==> config.mk <==
export PLATFORM = sky130hd
export DESIGN_NAME = clock_hand_homing_controller
export DESIGN_NICKNAME = d
export VERILOG_FILES = /design/src/rtl/core/chhc_pkg.sv /design/src/rtl/core/clock_hand_homing_controller.sv
export SDC_FILE = /design/constraint.sdc
export NUM_CORES = 1
export LEC_CHECK = 0
export ABC_CLOCK_PERIOD_IN_PS = 6700
export BUFFER_PORTS_ARGS = -buffer_cell sky130_fd_sc_hd__clkbuf_2
export CELL_PAD_IN_SITES_DETAIL_PLACEMENT = 1
export CELL_PAD_IN_SITES_GLOBAL_PLACEMENT = 1
export CORE_MARGIN = 10
export CORE_UTILIZATION = 50
export CTS_CLUSTER_DIAMETER = 150
export DETAILED_ROUTE_END_ITERATION = 6
export PLACE_DENSITY = 0.9
export SKIP_LAST_GASP = 1
export SLEW_MARGIN = 40
export SYNTH_ARGS = -nofsm -noshare
export SYNTH_HDL_FRONTEND = slang
export SYNTH_SLANG_ARGS = --single-unit
==> constraint.sdc <==
create_clock -name clk -period 6.7 [get_ports clk]
set_input_delay 0.335 -clock clk [delete_from_list [all_inputs] [get_ports clk]]
set_output_delay 0.335 -clock clk [all_outputs]
set_load 0.05 [all_outputs]
==> src/rtl/core/chhc_pkg.sv <==
`default_nettype none

package chhc_pkg;

	// Field and register widths
	localparam int unsigned TickW   = 32;
	localparam int unsigned SpeedW  = 18;
	localparam int unsigned WordW   = 16;
	localparam int unsigned DirW    = 2;
	localparam int unsigned PhaseW  = 2;
	localparam int unsigned ModeW   = 2;
	localparam int unsigned SensorW = 3;
	localparam int unsigned HandN   = 3;
	localparam int unsigned CfgIdxW = 3;
	localparam int unsigned CfgDataW = SpeedW;

	// Register reset values
	localparam logic [SpeedW-1:0] HomingSpeedRst  = SpeedW'(250000);
	localparam logic [SpeedW-1:0] SecondsSpeedRst = SpeedW'(68270);
	localparam logic [SpeedW-1:0] MinutesSpeedRst = SpeedW'(1138);
	localparam logic [SpeedW-1:0] HoursSpeedRst   = SpeedW'(95);
	localparam logic [WordW-1:0]  BeepTicksRst    = WordW'(500);
	localparam logic [WordW-1:0]  ToneFreqRst     = WordW'(440);
	localparam logic [WordW-1:0]  CountPeriodRst  = WordW'(10);

	// Hand positions in the per-hand arrays and in the sensor bits
	localparam int unsigned HandSec  = 0;
	localparam int unsigned HandMin  = 1;
	localparam int unsigned HandHour = 2;

	typedef enum logic [CfgIdxW-1:0] {
		REG_HOMING_SPEED  = 3'd0,
		REG_SECONDS_SPEED = 3'd1,
		REG_MINUTES_SPEED = 3'd2,
		REG_HOURS_SPEED   = 3'd3,
		REG_BEEP_TICKS    = 3'd4,
		REG_TONE_FREQ     = 3'd5,
		REG_COUNT_PERIOD  = 3'd6
	} reg_idx_t;

	typedef enum logic [DirW-1:0] {
		DIR_CW   = 2'd0,
		DIR_STOP = 2'd1,
		DIR_CCW  = 2'd2
	} dir_t;

	// Codes of the phase as shown on the result
	localparam logic [PhaseW-1:0] PHASE_CODE_INIT   = 2'd0;
	localparam logic [PhaseW-1:0] PHASE_CODE_HOMING = 2'd1;
	localparam logic [PhaseW-1:0] PHASE_CODE_HOMED  = 2'd2;
	localparam logic [PhaseW-1:0] PHASE_CODE_RUN    = 2'd3;

	typedef enum logic [3:0] {
		PH_INIT   = 4'b0001,
		PH_HOMING = 4'b0010,
		PH_HOMED  = 4'b0100,
		PH_RUN    = 4'b1000
	} phase_t;

	function automatic logic [PhaseW-1:0] phase_code(input phase_t ph);
		logic [PhaseW-1:0] code;
		unique case (ph)
			PH_INIT:   code = PHASE_CODE_INIT;
			PH_HOMING: code = PHASE_CODE_HOMING;
			PH_HOMED:  code = PHASE_CODE_HOMED;
			PH_RUN:    code = PHASE_CODE_RUN;
			default:   code = PHASE_CODE_INIT;
		endcase
		return code;
	endfunction

endpackage

`default_nettype wire

==> src/rtl/core/clock_hand_homing_controller.sv <==
// Clock hand homing controller. Each input transaction is one pass of the control
// loop: a tick count, three buttons, an optional photo-interrupter event with its
// three sensor bits and the display-mode switch. The block keeps the phase
// sequencer (init, homing, homed, running), the per-hand home flags, directions and
// speed words, the buzzer timer and the display counter, and returns one result
// transaction per input transaction. The work of a pass is a few compares and
// 32-bit subtracts, done in the cycle the input transaction is accepted; the state
// and the result register are written at that edge. A result therefore appears in the
// cycle after its input, and a new input transaction is taken every cycle as long
// as the result register is empty or is being drained in the same cycle, so the
// sustained rate is one transaction per clock. Configuration registers are written
// through cfg_wr_en, cfg_index and cfg_wr_data without a wait; indexes beyond the
// last register are ignored.
`default_nettype none

module clock_hand_homing_controller (
	input  wire logic                               clk,
	input  wire logic                               arst_n,
	// configuration write port
	input  wire logic                               cfg_wr_en,
	input  wire logic [chhc_pkg::CfgIdxW-1:0]       cfg_index,
	input  wire logic [chhc_pkg::CfgDataW-1:0]      cfg_wr_data,
	// input channel
	input  wire logic                               in_valid,
	output logic                                    in_ready,
	input  wire logic [chhc_pkg::TickW-1:0]         tick_now,
	input  wire logic                               up_pressed,
	input  wire logic                               right_pressed,
	input  wire logic                               down_pressed,
	input  wire logic                               photo_event,
	input  wire logic [chhc_pkg::SensorW-1:0]       photo_bits,
	input  wire logic [chhc_pkg::ModeW-1:0]         display_select,
	// result channel
	output logic                                    out_valid,
	input  wire logic                               out_ready,
	output logic [chhc_pkg::DirW-1:0]               seconds_dir,
	output logic [chhc_pkg::DirW-1:0]               minutes_dir,
	output logic [chhc_pkg::DirW-1:0]               hours_dir,
	output logic [chhc_pkg::SpeedW-1:0]             seconds_speed_out,
	output logic [chhc_pkg::SpeedW-1:0]             minutes_speed_out,
	output logic [chhc_pkg::SpeedW-1:0]             hours_speed_out,
	output logic                                    buzzer_on,
	output logic [chhc_pkg::WordW-1:0]              buzzer_freq,
	output logic [chhc_pkg::TickW-1:0]              display_count,
	output logic [chhc_pkg::ModeW-1:0]              display_mode,
	output logic [chhc_pkg::PhaseW-1:0]             phase
);

	// Configuration registers.
	logic [chhc_pkg::SpeedW-1:0] homing_speed_q;
	logic [chhc_pkg::SpeedW-1:0] seconds_speed_q;
	logic [chhc_pkg::SpeedW-1:0] minutes_speed_q;
	logic [chhc_pkg::SpeedW-1:0] hours_speed_q;
	logic [chhc_pkg::WordW-1:0]  beep_ticks_q;
	logic [chhc_pkg::WordW-1:0]  tone_freq_q;
	logic [chhc_pkg::WordW-1:0]  count_period_q;

	// Controller state.
	chhc_pkg::phase_t             phase_q;
	logic [chhc_pkg::HandN-1:0]   home_q;
	chhc_pkg::dir_t               dir_q   [chhc_pkg::HandN];
	logic [chhc_pkg::SpeedW-1:0]  speed_q [chhc_pkg::HandN];
	logic                         beep_q;
	logic [chhc_pkg::TickW-1:0]   beep_start_q;
	logic [chhc_pkg::TickW-1:0]   last_count_q;
	logic [chhc_pkg::TickW-1:0]   count_q;

	// Result register.
	logic                         out_valid_q;
	chhc_pkg::dir_t               out_dir_q   [chhc_pkg::HandN];
	logic [chhc_pkg::SpeedW-1:0]  out_speed_q [chhc_pkg::HandN];
	logic                         out_beep_q;
	logic [chhc_pkg::WordW-1:0]   out_freq_q;
	logic [chhc_pkg::TickW-1:0]   out_count_q;
	logic [chhc_pkg::ModeW-1:0]   out_mode_q;
	logic [chhc_pkg::PhaseW-1:0]  out_phase_q;

	// Next-state values of one pass.
	logic                         accept;
	logic [chhc_pkg::HandN-1:0]   home_photo;
	logic                         beep_photo;
	logic                         all_stopped;
	chhc_pkg::phase_t             phase_d;
	logic [chhc_pkg::HandN-1:0]   home_d;
	chhc_pkg::dir_t               dir_d   [chhc_pkg::HandN];
	logic [chhc_pkg::SpeedW-1:0]  speed_d [chhc_pkg::HandN];
	logic [chhc_pkg::SpeedW-1:0]  run_speed [chhc_pkg::HandN];
	logic [chhc_pkg::TickW-1:0]   beep_elapsed;
	logic                         beep_d;
	logic [chhc_pkg::TickW-1:0]   beep_start_d;
	logic [chhc_pkg::TickW-1:0]   count_elapsed;
	logic                         count_due;
	logic [chhc_pkg::TickW-1:0]   last_count_d;
	logic [chhc_pkg::TickW-1:0]   count_d;

	// The result register frees up in the same cycle it is drained, so a full
	// register only stalls the input when the consumer is also stalling.
	assign in_ready = !out_valid_q || out_ready;
	assign accept   = in_valid && in_ready;

	// Configuration writes. Values wider than a register are truncated.
	always_ff @(posedge clk or negedge arst_n) begin
		if (!arst_n) begin
			homing_speed_q  <= chhc_pkg::HomingSpeedRst;
			seconds_speed_q <= chhc_pkg::SecondsSpeedRst;
			minutes_speed_q <= chhc_pkg::MinutesSpeedRst;
			hours_speed_q   <= chhc_pkg::HoursSpeedRst;
			beep_ticks_q    <= chhc_pkg::BeepTicksRst;
			tone_freq_q     <= chhc_pkg::ToneFreqRst;
			count_period_q  <= chhc_pkg::CountPeriodRst;
		end else if (cfg_wr_en) begin
			unique case (cfg_index)
				chhc_pkg::REG_HOMING_SPEED:  homing_speed_q  <= cfg_wr_data;
				chhc_pkg::REG_SECONDS_SPEED: seconds_speed_q <= cfg_wr_data;
				chhc_pkg::REG_MINUTES_SPEED: minutes_speed_q <= cfg_wr_data;
				chhc_pkg::REG_HOURS_SPEED:   hours_speed_q   <= cfg_wr_data;
				chhc_pkg::REG_BEEP_TICKS:    beep_ticks_q    <= cfg_wr_data[chhc_pkg::WordW-1:0];
				chhc_pkg::REG_TONE_FREQ:     tone_freq_q     <= cfg_wr_data[chhc_pkg::WordW-1:0];
				chhc_pkg::REG_COUNT_PERIOD:  count_period_q  <= cfg_wr_data[chhc_pkg::WordW-1:0];
				default: ;
			endcase
		end
	end

	// Photo event first: it only matters while homing (home flags) or while
	// running (the seconds sensor triggers the buzzer).
	assign home_photo = home_q |
		((photo_event && phase_q == chhc_pkg::PH_HOMING) ? photo_bits : '0);
	assign beep_photo = beep_q ||
		(photo_event && phase_q == chhc_pkg::PH_RUN && photo_bits[chhc_pkg::HandSec]);

	// Homing ends on directions as the previous pass left them, not on the flags
	// just set, so there is always one pass with every hand at stop before homed.
	assign all_stopped = dir_q[chhc_pkg::HandSec]  == chhc_pkg::DIR_STOP &&
	                     dir_q[chhc_pkg::HandMin]  == chhc_pkg::DIR_STOP &&
	                     dir_q[chhc_pkg::HandHour] == chhc_pkg::DIR_STOP;

	always_comb begin
		phase_d = phase_q;
		unique case (phase_q)
			chhc_pkg::PH_INIT:   if (up_pressed)    phase_d = chhc_pkg::PH_HOMING;
			chhc_pkg::PH_HOMING: if (all_stopped)   phase_d = chhc_pkg::PH_HOMED;
			chhc_pkg::PH_HOMED:  if (right_pressed) phase_d = chhc_pkg::PH_RUN;
			chhc_pkg::PH_RUN:    if (down_pressed)  phase_d = chhc_pkg::PH_INIT;
			default:             phase_d = chhc_pkg::PH_INIT;
		endcase
	end

	assign run_speed[chhc_pkg::HandSec]  = seconds_speed_q;
	assign run_speed[chhc_pkg::HandMin]  = minutes_speed_q;
	assign run_speed[chhc_pkg::HandHour] = hours_speed_q;

	// Motor drive follows the phase after this pass's update. In the homed
	// phase nothing is touched. A hand that reaches home stops but keeps its
	// speed word.
	always_comb begin
		home_d = home_photo;
		for (int h = 0; h < chhc_pkg::HandN; h++) begin
			dir_d[h]   = dir_q[h];
			speed_d[h] = speed_q[h];
			unique case (phase_d)
				chhc_pkg::PH_INIT: begin
					dir_d[h]  = chhc_pkg::DIR_STOP;
					home_d[h] = 1'b0;
				end
				chhc_pkg::PH_HOMING: begin
					if (!home_photo[h]) begin
						dir_d[h]   = chhc_pkg::DIR_CCW;
						speed_d[h] = homing_speed_q;
					end else begin
						dir_d[h] = chhc_pkg::DIR_STOP;
					end
				end
				chhc_pkg::PH_RUN: begin
					dir_d[h]   = chhc_pkg::DIR_CW;
					speed_d[h] = run_speed[h];
				end
				default: ;
			endcase
		end
	end

	// Buzzer timer. While silent the start tick tracks the tick count, so a
	// trigger measures from the last silent pass. Differences wrap mod 2^32.
	assign beep_elapsed = tick_now - beep_start_q;

	always_comb begin
		beep_d       = beep_photo;
		beep_start_d = beep_start_q;
		if (!beep_photo) begin
			beep_start_d = tick_now;
		end else if (beep_elapsed >= chhc_pkg::TickW'(beep_ticks_q)) begin
			beep_d = 1'b0;
		end
	end

	// Display counter. It runs only in the running phase and clears otherwise;
	// the tick of the last increment is kept across phases. A period of zero
	// always counts as elapsed.
	assign count_elapsed = tick_now - last_count_q;
	assign count_due     = count_elapsed >= chhc_pkg::TickW'(count_period_q);

	always_comb begin
		last_count_d = last_count_q;
		count_d      = '0;
		if (phase_d == chhc_pkg::PH_RUN) begin
			count_d = count_q;
			if (count_due) begin
				last_count_d = tick_now;
				count_d      = count_q + chhc_pkg::TickW'(1);
			end
		end
	end

	// State update on each accepted transaction.
	always_ff @(posedge clk or negedge arst_n) begin
		if (!arst_n) begin
			phase_q      <= chhc_pkg::PH_INIT;
			home_q       <= '0;
			beep_q       <= 1'b0;
			beep_start_q <= '0;
			last_count_q <= '0;
			count_q      <= '0;
			for (int h = 0; h < chhc_pkg::HandN; h++) begin
				dir_q[h]   <= chhc_pkg::DIR_STOP;
				speed_q[h] <= '0;
			end
		end else if (accept) begin
			phase_q      <= phase_d;
			home_q       <= home_d;
			beep_q       <= beep_d;
			beep_start_q <= beep_start_d;
			last_count_q <= last_count_d;
			count_q      <= count_d;
			for (int h = 0; h < chhc_pkg::HandN; h++) begin
				dir_q[h]   <= dir_d[h];
				speed_q[h] <= speed_d[h];
			end
		end
	end

	// Result register: valid flag.
	always_ff @(posedge clk or negedge arst_n) begin
		if (!arst_n) begin
			out_valid_q <= 1'b0;
		end else if (in_ready) begin
			out_valid_q <= in_valid;
		end
	end

	// Result register: payload. The counter value shown is the one from
	// before this pass's update.
	always_ff @(posedge clk) begin
		if (accept) begin
			out_beep_q  <= beep_d;
			out_freq_q  <= beep_d ? tone_freq_q : '0;
			out_count_q <= count_q;
			out_mode_q  <= display_select;
			out_phase_q <= chhc_pkg::phase_code(phase_d);
			for (int h = 0; h < chhc_pkg::HandN; h++) begin
				out_dir_q[h]   <= dir_d[h];
				out_speed_q[h] <= speed_d[h];
			end
		end
	end

	assign out_valid         = out_valid_q;
	assign seconds_dir       = out_dir_q[chhc_pkg::HandSec];
	assign minutes_dir       = out_dir_q[chhc_pkg::HandMin];
	assign hours_dir         = out_dir_q[chhc_pkg::HandHour];
	assign seconds_speed_out = out_speed_q[chhc_pkg::HandSec];
	assign minutes_speed_out = out_speed_q[chhc_pkg::HandMin];
	assign hours_speed_out   = out_speed_q[chhc_pkg::HandHour];
	assign buzzer_on         = out_beep_q;
	assign buzzer_freq       = out_freq_q;
	assign display_count     = out_count_q;
	assign display_mode      = out_mode_q;
	assign phase             = out_phase_q;

endmodule

`default_nettype wire

# After elaboration in Yosys (flattened, before gate mapping)
# Memories as Yosys holds them, arrays and structs flattened.
# Cells that the tools add are included.
# word_totals
reg_bits,338
memories,2
ramBits,60
# op_classes
n_reduce_logical,20
mux,28
n_addsub,3
bitwise_logic,2
n_lt_le_gt_ge,2
n_eq_ne,18
# memory_table
memory,words,width,read_ports,rd_clocked_by_memory_dff,write_ports,line,source
out_speed_q,3,18,3,0,3,clock_hand_homing_controller.sv:71,logic [chhc_pkg::SpeedW-1:0] out_speed_q [chhc_pkg::HandN];
out_dir_q,3,2,3,0,3,clock_hand_homing_controller.sv:70,chhc_pkg::dir_t out_dir_q [chhc_pkg::HandN];
# ops
operator,count
$pmux W18 S2,3
$ge A32 B16 Y1,2
$mux W32,2
$sub A32 B32 Y32,2
$mux W18,3
$add A32 B1 Y32 const B,1
$pmux W2 S3,4
$reduce_and A2 Y1,9
$mux W4,4
$pmux W4 S4,1
$eq A3 B3 Y1 const B,3
$eq A4 B1 Y1 const B,2
$eq A4 B2 Y1 const B,2
$eq A4 B3 Y1 const B,2
$eq A4 B4 Y1 const B,2
$mux W1,7
$eq A2 B1 Y1 const B,3
$eq A3 B2 Y1 const B,2
$logic_and A1 B1 Y1,6
$mux W2,3
$eq A3 B1 Y1 const B,1
$logic_not A3 Y1,1
$mux W3,1
$or A3 B3 Y3,1
other kinds (5),6

# Depth between registers and ports, before layout
# logic_depth
ltp_word,8
mapped_depth,25

# Least setup slack after synthesis
# No wires, ideal clock.
# synth_timing
path_type,input-to-reg
start,in tick_now[9] (netlist bit)
end,reg beep_q
path_slack_ns,2.209
path_stages,23
setup_ns,0.074
required_ns,6.626
n_path_buf,2
arrival_time_ns,4.416
path_cell_list,ha_1 -> buf_6 -> a22o_1 -> or4_1 -> a21oi_2 -> nor2_1 -> a21oi_1 -> inv_1 -> a21oi_1 -> o21bai_1 -> a21oi_1 -> xnor2_1 -> ha_1 -> a21o_1 -> a211oi_1 -> o221ai_1 -> a2111oi_2 -> and3_1 -> nand4_2 -> nor4_4 -> buf_6 -> nand3_1 -> nand2_1
# synth_via
elab_chain_len,4
# synth_lines
element,line,source
from (decl),clock_hand_homing_controller.sv:26,"input wire logic [chhc_pkg::TickW-1:0] tick_now,"
$sub A32 B32 Y32,clock_hand_homing_controller.sv:185,assign beep_elapsed = tick_now - beep_start_q;
$ge A32 B16 Y1,clock_hand_homing_controller.sv:192,end else if (beep_elapsed >= chhc_pkg::TickW'(beep_ticks_q)) begin
$mux W1,clock_hand_homing_controller.sv:192,
$mux W1,clock_hand_homing_controller.sv:190,if (!beep_photo) begin
to (signal assigned),clock_hand_homing_controller.sv:231,beep_q <= beep_d;
to (decl),clock_hand_homing_controller.sv:63,logic beep_q;
# No other way between the ends.
# A chain may end at the register's enable or synchronous reset.

# Worst setup path in the final report
# layout_timing
start,in tick_now[0] (netlist bit)
end,"reg out_freq_q, in the netlist buzzer_freq[14], data pin"
# layout_via
elab_chain_len,4
# layout_lines
element,line,source
$sub A32 B32 Y32,clock_hand_homing_controller.sv:185,
$ge A32 B16 Y1,clock_hand_homing_controller.sv:192,
$mux W1,clock_hand_homing_controller.sv:192,
$mux W1,clock_hand_homing_controller.sv:190,
to (signal assigned),clock_hand_homing_controller.sv:256,out_freq_q <= beep_d ? tone_freq_q : '0;
to (decl),clock_hand_homing_controller.sv:73,logic [chhc_pkg::WordW-1:0] out_freq_q;
# No other way between the ends.

==> impl_metrics.env <==
export IMPL_status="finished with violations"
export IMPL_violations="DRC"
export IMPL_drtIter0Drc=1673
export IMPL_arrival_ns=6.19
export IMPL_cts_buffers=43
export IMPL_gp_congestion=0.866
export IMPL_die_x_um=223
export IMPL_powerDensity_mw_per_mm2=357
export IMPL_syn_instance_count=1901
export IMPL_insertion_delay_ns=0.60
export IMPL_crit_required_ns=7.14
export IMPL_cts_sinks=398
export IMPL_start_util_pct=50.5
export IMPL_async_flop_share_pct=71.6
export IMPL_grt_overflow=0
export IMPL_cts_max_level=2
export IMPL_fmax_mhz=174
export IMPL_clkPwrFrac_pct=28.1
export IMPL_wire_per_inst_um=24.3
export IMPL_syn_avg_cell_area_um2=10.8
export IMPL_slowest_delay_ns=0.59
export IMPL_placement_io_buffers=181
export IMPL_postCtsSetupRepairBufs=0
export IMPL_slew_violations=0
export IMPL_synth_edf_count=113
export IMPL_coreArea_mm2=0.0407
export IMPL_cp_end_kind="flip-flop"
export IMPL_die_y_um=223
export IMPL_ys_types=97
export IMPL_hold_viol_final=0
export IMPL_finalCritPeriodShare_pct=85.9
export IMPL_netlist_area_mm2=0.0206
export IMPL_ys_seq_area_share_pct=51.4
export IMPL_fin_crit_ns=5.75
export IMPL_mostFrequentLayoutCells="dfrtp_1 (242), nand2_1 (198), clkbuf_2 (180)"
export IMPL_grt_max_degree=117
export IMPL_vdd_ir_drop_worst_v=0.000245
export IMPL_layout_cells_non_filler=2628
export IMPL_io_pins=182
export IMPL_p_int_w=0.00526
export IMPL_leakage_nw=10.6
export IMPL_crit_type="in -> reg"
export IMPL_worstMarginPinSlew_ns=0.831
export IMPL_cp_max_fo=13
export IMPL_crit_slowest_cell="nor4_4"
export IMPL_switching_share_pct=37.1
export IMPL_cts_tree="built"
export IMPL_synth_fp_nets=2065
export IMPL_hold_path_class="in -> reg"
export IMPL_synth_yosys_warnings=0
export IMPL_track_usage_pct=25.1
export IMPL_dp_hpwl_um=45000
export IMPL_viasPerCell=6.17
export IMPL_start_kind="input port"
export IMPL_cts_root_buf="clkbuf_16"
export IMPL_synth_seq_cells=398
export IMPL_crit_top_cell="a21oi_1"
export IMPL_clk_pin_slew_ns=0.07
export IMPL_grt_pass1_wl_um=100000
export IMPL_wirelength_um=63800
export IMPL_diodes=0
export IMPL_drc=2
export IMPL_clk_path_buf_depth=3
export IMPL_slew_headroom_pct=44.6
export IMPL_vias=16217
export IMPL_dp_cells=2543
export IMPL_max_cap_violations=0
export IMPL_die_area_mm2=0.0497
export IMPL_setup_violations=0
export IMPL_ant_nets=0
export IMPL_fin_setup_tns_ns=0
export IMPL_rows=74
export IMPL_synthFlopType="dfrtp_1"
export IMPL_layout_nets=2225
export IMPL_grt_antenna_before_repair=3
export IMPL_power_frac_seq_pct=39.9
export IMPL_rsz0062_at_grt="false"
export IMPL_netSwitchingPower_w=0.00310
export IMPL_final_layout_size_suffix_gt1_share_pct=24.5
export IMPL_combPwrFrac_pct=32.0
export IMPL_drt_pass1_iterations=7
export IMPL_fin_skew_ns=0.0295
export IMPL_first_global_vias=17559
export IMPL_areaGrowthSynthToFinish_pct=13.9
export IMPL_layout_commonest_cell="dfrtp_1"
==> cell type report <==
class / count / area (µm²)
fillers: 4403 / 17300
inverters: 174 / 658
well taps: 532 / 666
multi-input cells: 1238 / 9000
flip-flops and latches: 398 / 10600
clock inverters: 16 / 171
clock buffers: 64 / 1210
repair buffers: 206 / 1180
==> Yosys cell counts (all sizes together), types with 22 or more instances <==
cell    instances  area (µm²)
buf            34         243
a222oi         55         551
dfstp          43        1130
nand3          35         175
edfxtp        113        3390
and3           38         238
mux2          137        1580
nand4          28         181
inv           173         649
xor2           22         193
nand2         200         751
ha             95        1190
a21oi          96         578
a21o           35         263
dfrtp         242        6060
o21ai         195         987
nor2           65         244
clkbuf         57         214
==> kinds of logic after synthesis <==
| group | synth area share (%) |
|---|---|
| flops | 51.4 |
| buf+inv | 5.39 |
| simple gates | 10.9 |
| xor+xnor | 1.83 |
| fa+ha+maj | 5.97 |
| compound gates | 16.7 |
| mux | 7.92 |
==> per-stage QoR <==
stage	power [W]	setup WS [ns]	utilization [%]	hold WS, ns	cell area [µm²]
finish	0.00837	0.947	57.6	0.0498	23500
global placement	0.00573	0.879	53.7	0.445	21900
global route	0.00876	0.632	57.6	0.0410	23500
CTS	0.00837	0.949	57.5	0.0193	23400
detailed placement	0.00598	0.919	54.0	0.306	22000
floorplan	0.00510	2.21	-	0.0394	20600
==> path summary, 6_finish.rpt <==
path	start	end	slack, ns	depth (start not counted)
worst max register to register	beep_start_q[0]	buzzer_freq[14]	1.16	23
max in group asynchronous	arst_n	dir_q[2]	5.05	4
worst min-delay path	cfg_wr_data[16]	minutes_speed_q[16]	0.05	2
worst min register to register	last_count_q[30]	last_count_q[30]	0.50	1
worst max-delay path	tick_now[0]	buzzer_freq[14]	0.95	26
min in group asynchronous	arst_n	tone_freq_q[11]	0.30	2
==> worst max-delay path, delay by kind of cell <==
family / cells / cell delay [ns]
compound gates: 11 / 2.40
xor+xnor: 1 / 0.16
fa+ha+maj: 3 / 0.89
buf+inv: 6 / 1.17
simple gates: 5 / 1.21
==> registers in the layout, summed over array words and instances (netlist names), 2 cells and up <==
register / flops
beep_start_q: 32
beep_ticks_q: 16
buzzer_freq: 16
count_period_q: 16
count_q: 32
dir_q: 6
display_count: 32
display_mode: 2
home_q: 3
homing_speed_q: 18
hours_speed_q: 18
last_count_q: 32
minutes_speed_q: 18
out_dir_q: 6
out_speed_q: 54
phase: 2
phase_q: 4
seconds_speed_q: 18
speed_q: 54
tone_freq_q: 16
==> metal layers <==
metal	wire [µm]	vias to the layer above	global-route usage (%)	share of wire [%]
met5	0	-	0	0
met4	2010	0	8.78	3.2
met3	3410	141	3.88	5.3
met2	32200	566	43.1	50
met1	26200	8275	31.4	41
li1	-	7235	-	-
==> power groups by stage <==
stage	registers [W]	logic, W	clock network, W
floorplan	0.00365	0.00145	0
global placement	0.00330	0.00243	0
detailed placement	0.00336	0.00262	0
CTS	0.00333	0.00266	0.00238
global route	0.00338	0.00288	0.00249
finish	0.00334	0.00268	0.00235
==> repair_timing <==
action / 4_1_cts / 5_1_grt
hold buffers: 5 / 0
hold endpoints to repair: 54 / 0
endpoints found under the setup margin: 0 / 0
resized for setup: 0 / 0
No activity file was read; power rests on OpenSTA's default activity.
